### src/sv/sha1md_pkg.sv
package sha1md_pkg;

    localparam int WORD_W      = 32;
    localparam int BYTE_W      = 8;
    localparam int LEN_W       = 64;
    localparam int BLOCK_BYTES = 64;
    localparam int LEN_POS     = 56;
    localparam int ROUNDS      = 80;
    localparam int SCHED_DEPTH = 16;
    localparam int DIGEST_WORDS = 5;

    localparam int CNT_W   = $clog2(BLOCK_BYTES);
    localparam int ROUND_W = $clog2(ROUNDS);
    localparam int IDX_W   = $clog2(DIGEST_WORDS);

    localparam logic [BYTE_W-1:0]  PAD_BYTE  = 8'h80;
    localparam logic [CNT_W-1:0]   LAST_BYTE = CNT_W'(BLOCK_BYTES - 1);
    localparam logic [CNT_W-1:0]   LEN_START = CNT_W'(LEN_POS);
    localparam logic [ROUND_W-1:0] LAST_ROUND = ROUND_W'(ROUNDS - 1);
    localparam logic [IDX_W-1:0]   LAST_WORD = IDX_W'(DIGEST_WORDS - 1);

    // Schedule taps of w[t+16] = rotl1(w[t+13] ^ w[t+8] ^ w[t+2] ^ w[t])
    localparam int TAP_A = 13;
    localparam int TAP_B = 8;
    localparam int TAP_C = 2;
    localparam int TAP_D = 0;

    typedef logic [WORD_W-1:0] t_word;
    typedef logic [DIGEST_WORDS-1:0][WORD_W-1:0] t_chain;

    typedef enum logic [2:0] {
        ST_IDLE,
        ST_PAD_MARK,
        ST_PAD_ZERO,
        ST_PAD_LEN,
        ST_ROUND,
        ST_ADD,
        ST_OUT
    } t_state;

    // Control from the sequencer to the round unit
    typedef struct packed {
        logic                init;
        logic                load;
        logic                step;
        logic                add;
        logic [ROUND_W-1:0]  round;
    } t_round_ctl;

    function automatic t_word round_k(input logic [ROUND_W-1:0] t);
        t_word k;
        if (t < ROUND_W'(20)) begin
            k = 32'h5a827999;
        end else if (t < ROUND_W'(40)) begin
            k = 32'h6ed9eba1;
        end else if (t < ROUND_W'(60)) begin
            k = 32'h8f1bbcdc;
        end else begin
            k = 32'hca62c1d6;
        end
        return k;
    endfunction

    function automatic t_chain init_chain();
        t_chain c;
        c[0] = 32'h67452301;
        c[1] = 32'hEFCDAB89;
        c[2] = 32'h98BADCFE;
        c[3] = 32'h10325476;
        c[4] = 32'hc3d2e1f0;
        return c;
    endfunction

endpackage

### src/sv/sha1md_if.sv
interface sha1md_in_if;
    logic       valid;
    logic       ready;
    logic [7:0] data_byte;
    logic       byte_present;
    logic       end_of_message;

    modport source (output valid, output data_byte, output byte_present,
                    output end_of_message, input ready);
    modport sink   (input valid, input data_byte, input byte_present,
                    input end_of_message, output ready);
endinterface

interface sha1md_out_if;
    logic        valid;
    logic        ready;
    logic [31:0] digest_word;
    logic [2:0]  word_number;
    logic        last_word;

    modport source (output valid, output digest_word, output word_number,
                    output last_word, input ready);
    modport sink   (input valid, input digest_word, input word_number,
                    input last_word, output ready);
endinterface

### src/sv/sha1md_cell.sv
module sha1md_cell
    import sha1md_pkg::*;
(
    input  logic  i_clk,
    input  logic  i_shift,
    input  t_word i_d,
    output t_word o_q
);

    t_word r_q;

    // Take the neighbor's word on every shift
    always_ff @(posedge i_clk) begin
        if (i_shift) begin
            r_q <= i_d;
        end
    end

    assign o_q = r_q;

endmodule

### src/sv/sha1md_round.sv
module sha1md_round
    import sha1md_pkg::*;
(
    input  logic       i_clk,
    input  logic       i_rst_n,
    input  t_round_ctl i_ctl,
    input  t_word      i_w,
    output t_chain     o_chain
);

    t_chain r_chain;
    t_word  r_a, r_b, r_c, r_d, r_e;
    t_word  f;
    t_word  n_a;

    // Select the round function by round range
    always_comb begin
        if (i_ctl.round inside {[0:19]}) begin
            f = (r_b & r_c) | (~r_b & r_d);
        end else if (i_ctl.round inside {[40:59]}) begin
            f = (r_b & r_c) | (r_b & r_d) | (r_c & r_d);
        end else begin
            f = r_b ^ r_c ^ r_d;
        end
        n_a = {r_a[26:0], r_a[31:27]} + f + r_e + round_k(i_ctl.round) + i_w;
    end

    // Working variables: load from the chain, then advance one round a cycle
    always_ff @(posedge i_clk) begin
        if (i_ctl.load) begin
            r_a <= r_chain[0];
            r_b <= r_chain[1];
            r_c <= r_chain[2];
            r_d <= r_chain[3];
            r_e <= r_chain[4];
        end else if (i_ctl.step) begin
            r_e <= r_d;
            r_d <= r_c;
            r_c <= {r_b[1:0], r_b[31:2]};
            r_b <= r_a;
            r_a <= n_a;
        end
    end

    // Chaining words: start values, or fold in the finished block
    always_ff @(posedge i_clk) begin
        if (!i_rst_n) begin
            r_chain <= init_chain();
        end else if (i_ctl.init) begin
            r_chain <= init_chain();
        end else if (i_ctl.add) begin
            r_chain[0] <= r_chain[0] + r_a;
            r_chain[1] <= r_chain[1] + r_b;
            r_chain[2] <= r_chain[2] + r_c;
            r_chain[3] <= r_chain[3] + r_d;
            r_chain[4] <= r_chain[4] + r_e;
        end
    end

    assign o_chain = r_chain;

endmodule

### src/sv/sha1_message_digest_top.sv
// SHA-1 digest engine fed one message byte per transaction. While gathering
// a block it takes one byte per cycle; bytes are packed into words that
// shift through a row of sixteen 32-bit cells, which then serve as the
// rolling message schedule. Each full 64-byte block stops input while
// its 80 rounds run at one per cycle in the single round unit and the
// result is folded into the chaining words. An end-of-message mark
// starts padding, which pushes one pad byte per cycle outside compression
// (0x80, zero fill, the 64-bit big-endian bit length) through the same
// path, with a pause where the length field starts, so finishing costs
// one or two compressions. The five digest words, most significant first,
// then leave one per cycle as the sink accepts them, and the engine returns
// to the standard start values for the next message.
// Input is not ready during compression, padding and digest output.
module sha1_message_digest_top
    import sha1md_pkg::*;
(
    input  logic          i_clk,
    input  logic          i_rst_n,
    sha1md_in_if.sink     i_in,
    sha1md_out_if.source  o_out
);

    t_state             r_state, n_state;
    logic [CNT_W-1:0]   r_byte_cnt, n_byte_cnt;
    logic [23:0]        r_acc, n_acc;
    logic [LEN_W-1:0]   r_bit_count, n_bit_count;
    logic [LEN_W-1:0]   r_len, n_len;
    logic [ROUND_W-1:0] r_round, n_round;
    logic [IDX_W-1:0]   r_out_idx, n_out_idx;
    logic               r_pad_pend, n_pad_pend;
    logic               r_in_zero, n_in_zero;
    logic               r_len_done, n_len_done;

    logic               in_acc;
    logic               out_acc;
    logic               push;
    logic [BYTE_W-1:0]  push_byte;
    logic               shift;
    t_word              sched_word;
    t_word              cell_in;
    t_round_ctl         ctl;
    t_chain             chain;
    t_word              q [SCHED_DEPTH];

    assign in_acc  = i_in.valid && i_in.ready;
    assign out_acc = o_out.valid && o_out.ready;

    // Schedule row: shift on each packed word and on each round
    genvar g;
    generate
        for (g = 0; g < SCHED_DEPTH; g++) begin : g_cell
            t_word d;
            if (g == SCHED_DEPTH - 1) begin : g_tail
                assign d = cell_in;
            end else begin : g_mid
                assign d = q[g+1];
            end
            sha1md_cell u_cell (
                .i_clk   (i_clk),
                .i_shift (shift),
                .i_d     (d),
                .o_q     (q[g])
            );
        end
    endgenerate

    always_comb begin
        sched_word = q[TAP_A] ^ q[TAP_B] ^ q[TAP_C] ^ q[TAP_D];
        sched_word = {sched_word[30:0], sched_word[31]};
    end

    sha1md_round u_round (
        .i_clk   (i_clk),
        .i_rst_n (i_rst_n),
        .i_ctl   (ctl),
        .i_w     (q[0]),
        .o_chain (chain)
    );

    // Next state
    always_comb begin
        n_state = r_state;
        case (r_state)
            ST_IDLE: begin
                if (in_acc) begin
                    if (i_in.byte_present && r_byte_cnt == LAST_BYTE) begin
                        n_state = ST_ROUND;
                    end else if (i_in.end_of_message) begin
                        n_state = ST_PAD_MARK;
                    end
                end
            end
            ST_PAD_MARK: begin
                n_state = (r_byte_cnt == LAST_BYTE) ? ST_ROUND : ST_PAD_ZERO;
            end
            ST_PAD_ZERO: begin
                if (r_byte_cnt == LEN_START) begin
                    n_state = ST_PAD_LEN;
                end else if (r_byte_cnt == LAST_BYTE) begin
                    n_state = ST_ROUND;
                end
            end
            ST_PAD_LEN: begin
                if (r_byte_cnt == LAST_BYTE) begin
                    n_state = ST_ROUND;
                end
            end
            ST_ROUND: begin
                if (r_round == LAST_ROUND) begin
                    n_state = ST_ADD;
                end
            end
            ST_ADD: begin
                if (r_len_done) begin
                    n_state = ST_OUT;
                end else if (r_in_zero) begin
                    n_state = ST_PAD_ZERO;
                end else if (r_pad_pend) begin
                    n_state = ST_PAD_MARK;
                end else begin
                    n_state = ST_IDLE;
                end
            end
            ST_OUT: begin
                if (out_acc && r_out_idx == LAST_WORD) begin
                    n_state = ST_IDLE;
                end
            end
            default: n_state = ST_IDLE;
        endcase
    end

    // Outputs of the sequencer
    always_comb begin
        push      = 1'b0;
        push_byte = '0;
        case (r_state)
            ST_IDLE: begin
                push      = in_acc && i_in.byte_present;
                push_byte = i_in.data_byte;
            end
            ST_PAD_MARK: begin
                push      = 1'b1;
                push_byte = PAD_BYTE;
            end
            ST_PAD_ZERO: begin
                push      = (r_byte_cnt != LEN_START);
                push_byte = '0;
            end
            ST_PAD_LEN: begin
                push      = 1'b1;
                push_byte = r_len[LEN_W-1 -: BYTE_W];
            end
            default: begin
                push      = 1'b0;
                push_byte = '0;
            end
        endcase

        ctl.init  = out_acc && r_out_idx == LAST_WORD;
        ctl.load  = push && r_byte_cnt == LAST_BYTE;
        ctl.step  = (r_state == ST_ROUND);
        ctl.add   = (r_state == ST_ADD);
        ctl.round = r_round;

        shift   = (push && r_byte_cnt[1:0] == 2'b11) || ctl.step;
        cell_in = ctl.step ? sched_word : {r_acc, push_byte};

        i_in.ready        = (r_state == ST_IDLE);
        o_out.valid       = (r_state == ST_OUT);
        o_out.digest_word = chain[r_out_idx];
        o_out.word_number = r_out_idx;
        o_out.last_word   = (r_out_idx == LAST_WORD);
    end

    // Next values of counters, flags and pad data
    always_comb begin
        n_byte_cnt  = r_byte_cnt;
        n_acc       = r_acc;
        n_bit_count = r_bit_count;
        n_len       = r_len;
        n_round     = r_round;
        n_out_idx   = r_out_idx;
        n_pad_pend  = r_pad_pend;
        n_in_zero   = r_in_zero;
        n_len_done  = r_len_done;

        if (push) begin
            n_byte_cnt = r_byte_cnt + 1'b1;
            n_acc      = {r_acc[15:0], push_byte};
        end
        if (r_state == ST_IDLE && push) begin
            n_bit_count = r_bit_count + LEN_W'(BYTE_W);
        end
        if (r_state == ST_IDLE && in_acc && i_in.end_of_message) begin
            n_pad_pend = 1'b1;
        end
        // Capture the bit length as the pad mark goes in
        if (r_state == ST_PAD_MARK) begin
            n_pad_pend = 1'b0;
            n_in_zero  = 1'b1;
            n_len      = r_bit_count;
        end
        if (r_state == ST_PAD_ZERO && r_byte_cnt == LEN_START) begin
            n_in_zero = 1'b0;
        end
        if (r_state == ST_PAD_LEN) begin
            n_len = {r_len[LEN_W-BYTE_W-1:0], {BYTE_W{1'b0}}};
            if (r_byte_cnt == LAST_BYTE) begin
                n_len_done = 1'b1;
            end
        end
        if (ctl.step) begin
            n_round = (r_round == LAST_ROUND) ? '0 : r_round + 1'b1;
        end
        // Step through the digest words; clear message state after the last
        if (out_acc) begin
            if (r_out_idx == LAST_WORD) begin
                n_out_idx   = '0;
                n_len_done  = 1'b0;
                n_bit_count = '0;
            end else begin
                n_out_idx = r_out_idx + 1'b1;
            end
        end
    end

    always_ff @(posedge i_clk) begin
        if (!i_rst_n) begin
            r_state     <= ST_IDLE;
            r_byte_cnt  <= '0;
            r_bit_count <= '0;
            r_round     <= '0;
            r_out_idx   <= '0;
            r_pad_pend  <= 1'b0;
            r_in_zero   <= 1'b0;
            r_len_done  <= 1'b0;
        end else begin
            r_state     <= n_state;
            r_byte_cnt  <= n_byte_cnt;
            r_bit_count <= n_bit_count;
            r_round     <= n_round;
            r_out_idx   <= n_out_idx;
            r_pad_pend  <= n_pad_pend;
            r_in_zero   <= n_in_zero;
            r_len_done  <= n_len_done;
        end
    end

    always_ff @(posedge i_clk) begin
        r_acc <= n_acc;
        r_len <= n_len;
    end

    // A compression only starts on a full block
    a_round_on_block: assert property (@(posedge i_clk) disable iff (!i_rst_n)
        (r_state == ST_ROUND) |-> (r_byte_cnt == '0))
        else $error("compression running on a partial block");

    // The round counter is back at zero once the chain is folded
    a_round_wrap: assert property (@(posedge i_clk) disable iff (!i_rst_n)
        (r_state == ST_ADD) |-> (r_round == '0))
        else $error("round counter out of step with the sequencer");

    // The last digest transaction leaves the engine ready and cleared
    a_reinit: assert property (@(posedge i_clk) disable iff (!i_rst_n)
        (out_acc && o_out.last_word) |=>
            (i_in.ready && r_bit_count == '0 && r_byte_cnt == '0))
        else $error("engine not cleared after the digest");

    // Digest is only shown after the length bytes went in
    a_out_after_len: assert property (@(posedge i_clk) disable iff (!i_rst_n)
        o_out.valid |-> (r_len_done && !r_pad_pend && !r_in_zero))
        else $error("digest shown before padding finished");

endmodule

### src/flat_wrapper.sv
// flat-port wrapper written by rule: the top's interface ports become plain ports
module sha1_message_digest_top_flat import sha1md_pkg::*;
  (i_clk, i_rst_n, i_in_valid, i_in_data_byte, i_in_byte_present, i_in_end_of_message, i_in_ready, o_out_valid, o_out_digest_word, o_out_word_number, o_out_last_word, o_out_ready);
  sha1md_in_if i_in_i ();
  sha1md_out_if o_out_i ();
  input  logic i_clk;
  input  logic i_rst_n;
  input wire logic [$bits(i_in_i.valid)-1:0] i_in_valid;
  input wire logic [$bits(i_in_i.data_byte)-1:0] i_in_data_byte;
  input wire logic [$bits(i_in_i.byte_present)-1:0] i_in_byte_present;
  input wire logic [$bits(i_in_i.end_of_message)-1:0] i_in_end_of_message;
  output wire logic [$bits(i_in_i.ready)-1:0] i_in_ready;
  output wire logic [$bits(o_out_i.valid)-1:0] o_out_valid;
  output wire logic [$bits(o_out_i.digest_word)-1:0] o_out_digest_word;
  output wire logic [$bits(o_out_i.word_number)-1:0] o_out_word_number;
  output wire logic [$bits(o_out_i.last_word)-1:0] o_out_last_word;
  input wire logic [$bits(o_out_i.ready)-1:0] o_out_ready;
  assign i_in_i.valid = i_in_valid;
  assign i_in_i.data_byte = i_in_data_byte;
  assign i_in_i.byte_present = i_in_byte_present;
  assign i_in_i.end_of_message = i_in_end_of_message;
  assign i_in_ready = i_in_i.ready;
  assign o_out_valid = o_out_i.valid;
  assign o_out_digest_word = o_out_i.digest_word;
  assign o_out_word_number = o_out_i.word_number;
  assign o_out_last_word = o_out_i.last_word;
  assign o_out_i.ready = o_out_ready;
  sha1_message_digest_top u_core (.i_clk(i_clk), .i_rst_n(i_rst_n), .i_in(i_in_i), .o_out(o_out_i));
endmodule
### config.mk
export PLATFORM = sky130hd
export DESIGN_NAME = sha1_message_digest_top_flat
export DESIGN_NICKNAME = d
export VERILOG_FILES = /design/src/sv/sha1md_pkg.sv /design/src/sv/sha1md_if.sv /design/src/sv/sha1md_cell.sv /design/src/sv/sha1md_round.sv /design/src/sv/sha1_message_digest_top.sv /design/src/flat_wrapper.sv
export SDC_FILE = /design/constraint.sdc
export NUM_CORES = 2
export LEC_CHECK = 0
export BUFFER_PORTS_ARGS = -buffer_cell sky130_fd_sc_hd__buf_2
export CELL_PAD_IN_SITES_DETAIL_PLACEMENT = 0
export CELL_PAD_IN_SITES_GLOBAL_PLACEMENT = 2
export CORE_ASPECT_RATIO = 0.9
export CORE_MARGIN = 2
export CORE_UTILIZATION = 40
export CTS_BUF_LIST = sky130_fd_sc_hd__clkbuf_16
export DETAILED_ROUTE_END_ITERATION = 10
export HOLD_SLACK_MARGIN = 0.1
export MAX_ROUTING_LAYER = met4
export PLACE_DENSITY = 0.74
export SLEW_MARGIN = 15
export SYNTH_ARGS = -nofsm -noshare
export SYNTH_HDL_FRONTEND = slang
export SYNTH_SLANG_ARGS = --single-unit
### constraint.sdc
create_clock -name i_clk -period 15.5 [get_ports i_clk]
set_input_delay 2.325 -clock i_clk [delete_from_list [all_inputs] [get_ports i_clk]]
set_output_delay 2.325 -clock i_clk [all_outputs]
set_load 0.01 [all_outputs]
==> impl_results.md <==
* Status: finished, final reports clean
* Vias in the first global route at 31500
* Postcts setup bufs at 0
* CP startpoint kind: flip-flop
* DRT iter0 DRCs at 3011
* Clock buffer depth at 3
* Number of placement rows at ~120
* Flops & latches, synth at 1000
* Static Leak at 20.9 nW
* Cell with the most instances after synthesis: edfxtp_1
* Power, Total at between 5 and 6 mW
* EDFF count, synth at 752
* Setup_tns at 0 ns
* Hold_buf cts at 0
* Layout cell share with drive strength beyond 1 at 7.42%
* Core area at 123000 µm²
* HPWL after DPL at a little under 100000 µm
* CTS tree: yes
* Hold Startpoint: u_core.g_cell[7].u_cell.o_q[18]$_DFFE_PP_
* Avg WL per Cell at 21.9 µm
* Largest family of logic cells by synthesized area: simple AND/OR/NAND/NOR gates
* # IOs at 52
* Routability Congestion at 0.866
* RR Endpoint: u_core.u_round.r_a[31]$_DFFE_PP_
* Final period utilization at between 40% and 50%
* Total clock sinks at 1000
* WHS at 0.405 ns
* Hold path endpoint: u_core.g_cell[6].u_cell.o_q[18]$_DFFE_PP_
* Final wirelength at 136000 µm
* Mean Syn Cell Area at 11.2 µm²
* Post-Synth XOR/XNOR Area at between 5 and 6%
* Vias at 32800
* Max Cap Viol at 0
* Pint at 4.47 mW
* Chip Width at 376 µm
* RSZ-0062 raised after global routing: no
* Post-Syn Instances at 4457
* Congestion Overflow GR at 0
* Pin count of the biggest net entering global routing at 221
* Initial core utilization at 40.4%
* Clk pwr share at a little under half
* Seq/Total Area, Yosys at 55.2%
* Post-layout min period at 6.74 ns
* PwrDens at 104 nW/µm²
* Area leader, netlist: edfxtp_1
* H-tree levels at 3
* Drt first pass iters at 5
* R2r startpoint: u_core.r_round[3]$_SDFFE_PN0P_
* Final Cell Area at ~56000 µm²
* Fillcell total at around 12000
* Chip height at 339 µm
* Reg area at 27600 µm²
* Antenna violation net count after detailed routing at 0
* Post-route DRC at 0
* Cells on worst reg2reg path at 23
* Logic pwr share at 3.2%
* Main synth FF type: edfxtp_1
* Syn nets at 4795
* Clk Latency, worst-skew pair at about 0.74 ns
* Synth unique cells at 79
* Slew Limit Headroom at about 22%
* Mux cell area share after synthesis at 3.11%
* Compound-gate portion of the synthesized area at 11.2%
* Number of port buffers at 51
* Post-synthesis adder-cell area fraction at 10.0%
* Vias per cell at 5.29
* Setup-failing EPs final at 0
* P_sw at between 1 and 1.5 mW
* Max-slew violations at 0
* Initial antenna violation count at 4
* Worst Hold Class: reg -> reg
* Highest clock rate at 148 MHz
* Yosys top cell area share at 45.3%
* Commonest cells post-synth: 752 x edfxtp_1, 682 x nand2_1, 358 x inv_1, 291 x o21ai_0, 261 x a21oi_1
* Net switching fraction of the power at 22.7%
* Root Buffer Master: clkbuf_16
* Data required time of the critical path at 15.93 ns
* Worst-path clk slew at 0.06 ns
* Ys Warns at 0
* CP arrival at 7.18 ns
* R2r setup slk at 8.76 ns
* Worst setup EP type: flip-flop
* Peak fanout along the critical path at 18
* CP Class: reg -> reg
* Hold depth at 0
* Ranking of synthesized cells by area: edfxtp_1 45%, dfxtp_1 10%, nand2_1 5.1%
* DP Area at 51900 µm²
* Sequential share of power at about half
* Die ar. at 127000 µm²
* Peak supply drop at 0.000105 V
* Final Skew at 0.0335 ns
* First-pass GRT wire length at a little over 200000 µm
* Fin. Hold Viols at 0
* Tot GR Track Use at 21.8%
* Mapped Area at 49900 µm²
* Nets@finish at 4835
* Simple logic cell fraction of the synthesized area at 11.2%
* Worst-margin pin slew at 1.17 ns
* Area Growth Syn to Fin at 11.5%
* CTS Buf Count at between 100 and 150
* Cts repair resizes at 0
* Async SR Flop Fraction at 0%
* Multi-input gate area at 20500 µm²
cells in the final DEF, fill, tap and decap left out, drive strengths merged, types with 10 or more instances in the layout:
master and count:
a211oi 38, a21o 81, a21oi 261, a31oi 34
and2 17, and3 41, buf 90, bufinv 11
clkbuf 108, clkinv 64, dfxtp 248, edfxtp 752
fa 125, ha 199, inv 374, mux2 15
mux2i 66, mux4 32, nand2 683, nand2b 19
nand3 86, nand4 26, nor2 260, nor2b 32
nor3 43, nor3b 10, o211ai 56, o21a 31
o21ai 292, o21bai 18, o22ai 11, o31ai 10
or3 38, xnor2 198, xor2 104
power groups by stage:
stage               clock network, mW  logic (mW)  registers, mW
floorplan                           0       0.126           3.04
global placement                    0       0.186           3.03
detailed placement                  0       0.186           3.03
CTS                              2.69       0.186           2.98
global route                     2.80       0.204           2.98
finish                           2.62       0.183           2.98
critical path: stages, from the launching register on:
cell,delay [ns]
dfxtp_1,0.42
o21ai_0,0.68
a311o_1,0.72
buf_4,0.39
nand2_1,0.09
nand3_1,0.08
o21ai_0,0.10
fa_1,0.50
inv_1,0.06
fa_1,0.53
inv_1,0.05
fa_1,0.49
inv_1,0.04
ha_1,0.35
a21o_1,0.18
a21oi_1,0.13
nor2b_1,0.06
a311oi_1,0.30
o211ai_1,0.19
a31oi_1,0.41
o21ai_0,0.24
a21oi_1,0.21
xnor2_1,0.13
o21ai_0,0.08
worst max path at each step:
| stage | startpoint | depth (start not counted) | slack (ns) | to |
|---|---|---|---|---|
| floorplan | i_in_valid | 4 | 0.14 | u_core.g_cell[0].u_cell.o_q[0]$_DFFE_PP_ |
| global placement | u_core.r_round[3]$_SDFFE_PN0P_ | 23 | 8.79 | u_core.u_round.r_a[31]$_DFFE_PP_ |
| detailed placement | u_core.r_round[3]$_SDFFE_PN0P_ | 23 | 8.77 | u_core.u_round.r_a[31]$_DFFE_PP_ |
| CTS | u_core.r_round[3]$_SDFFE_PN0P_ | 23 | 8.76 | u_core.u_round.r_a[31]$_DFFE_PP_ |
| global route | u_core.r_round[3]$_SDFFE_PN0P_ | 23 | 8.22 | u_core.u_round.r_a[31]$_DFFE_PP_ |
| finish | u_core.r_round[3]$_SDFFE_PN0P_ | 23 | 8.76 | u_core.u_round.r_a[31]$_DFFE_PP_ |
through the flow:
stage | worst slack, ns | util (%) | instances
6_report | 8.76 | 45.1 | 6207
5_1_grt | 8.22 | 45.1 | 6205
4_1_cts | 8.76 | 45.1 | 6205
3_5_place_dp | 8.77 | 42.1 | 5999
3_3_place_gp | 8.79 | 42.1 | 5999
2_1_floorplan | 0.142 | - | 4457
sequential cells by signal, summed over array words and instances, names as in the netlist:
name and cells:
u_core.u_round.r_c 32, u_core.r_byte_cnt 6, u_core.r_round 7, u_core.r_acc 24, u_core.r_len_done 1, u_core.r_state 3
u_core.u_round.r_a 32, u_core.g_cell.u_cell.o_q 512, u_core.r_in_zero 1, u_core.r_bit_count 61, u_core.u_round.o_chain 160, u_core.u_round.r_b 32
u_core.r_len 61, u_core.u_round.r_d 32, u_core.u_round.r_e 32, u_core.o_out.word_number 3, u_core.r_pad_pend 1
layer usage:
| metal | GRT usage [%] | part of all wire [%] | vias up |
|---|---|---|---|
| met2 | 30.3 | 42 | 744 |
| met4 | 5.45 | 2.4 | 0 |
| met1 | 33.2 | 50 | 16100 |
| li1 | - | - | 15800 |
| met3 | 3.21 | 5.1 | 180 |
| met5 | - | 0 | - |
cell type report:
type / instances / share of cell area (%)
well taps: 1612 / 3.63
repair buffers: 90 / 1.03
multi-input cells: 2938 / 36.8
diodes: 2 / 0.00900
clock inverters: 98 / 1.66
clock buffers: 108 / 4.86
flip-flops and latches: 1000 / 49.6
inverters: 359 / 2.42
cells by family (layout without fill, tap and decap cells):
kind of cell	after synthesis	count (layout)
simple gates	1282	1282
flops	1000	1000
compound gates	917	917
buf+inv	519	655
fa+ha+maj	324	324
xor+xnor	302	302
mux	113	113
other cells	0	2
No activity file was read; power rests on OpenSTA's default activity.
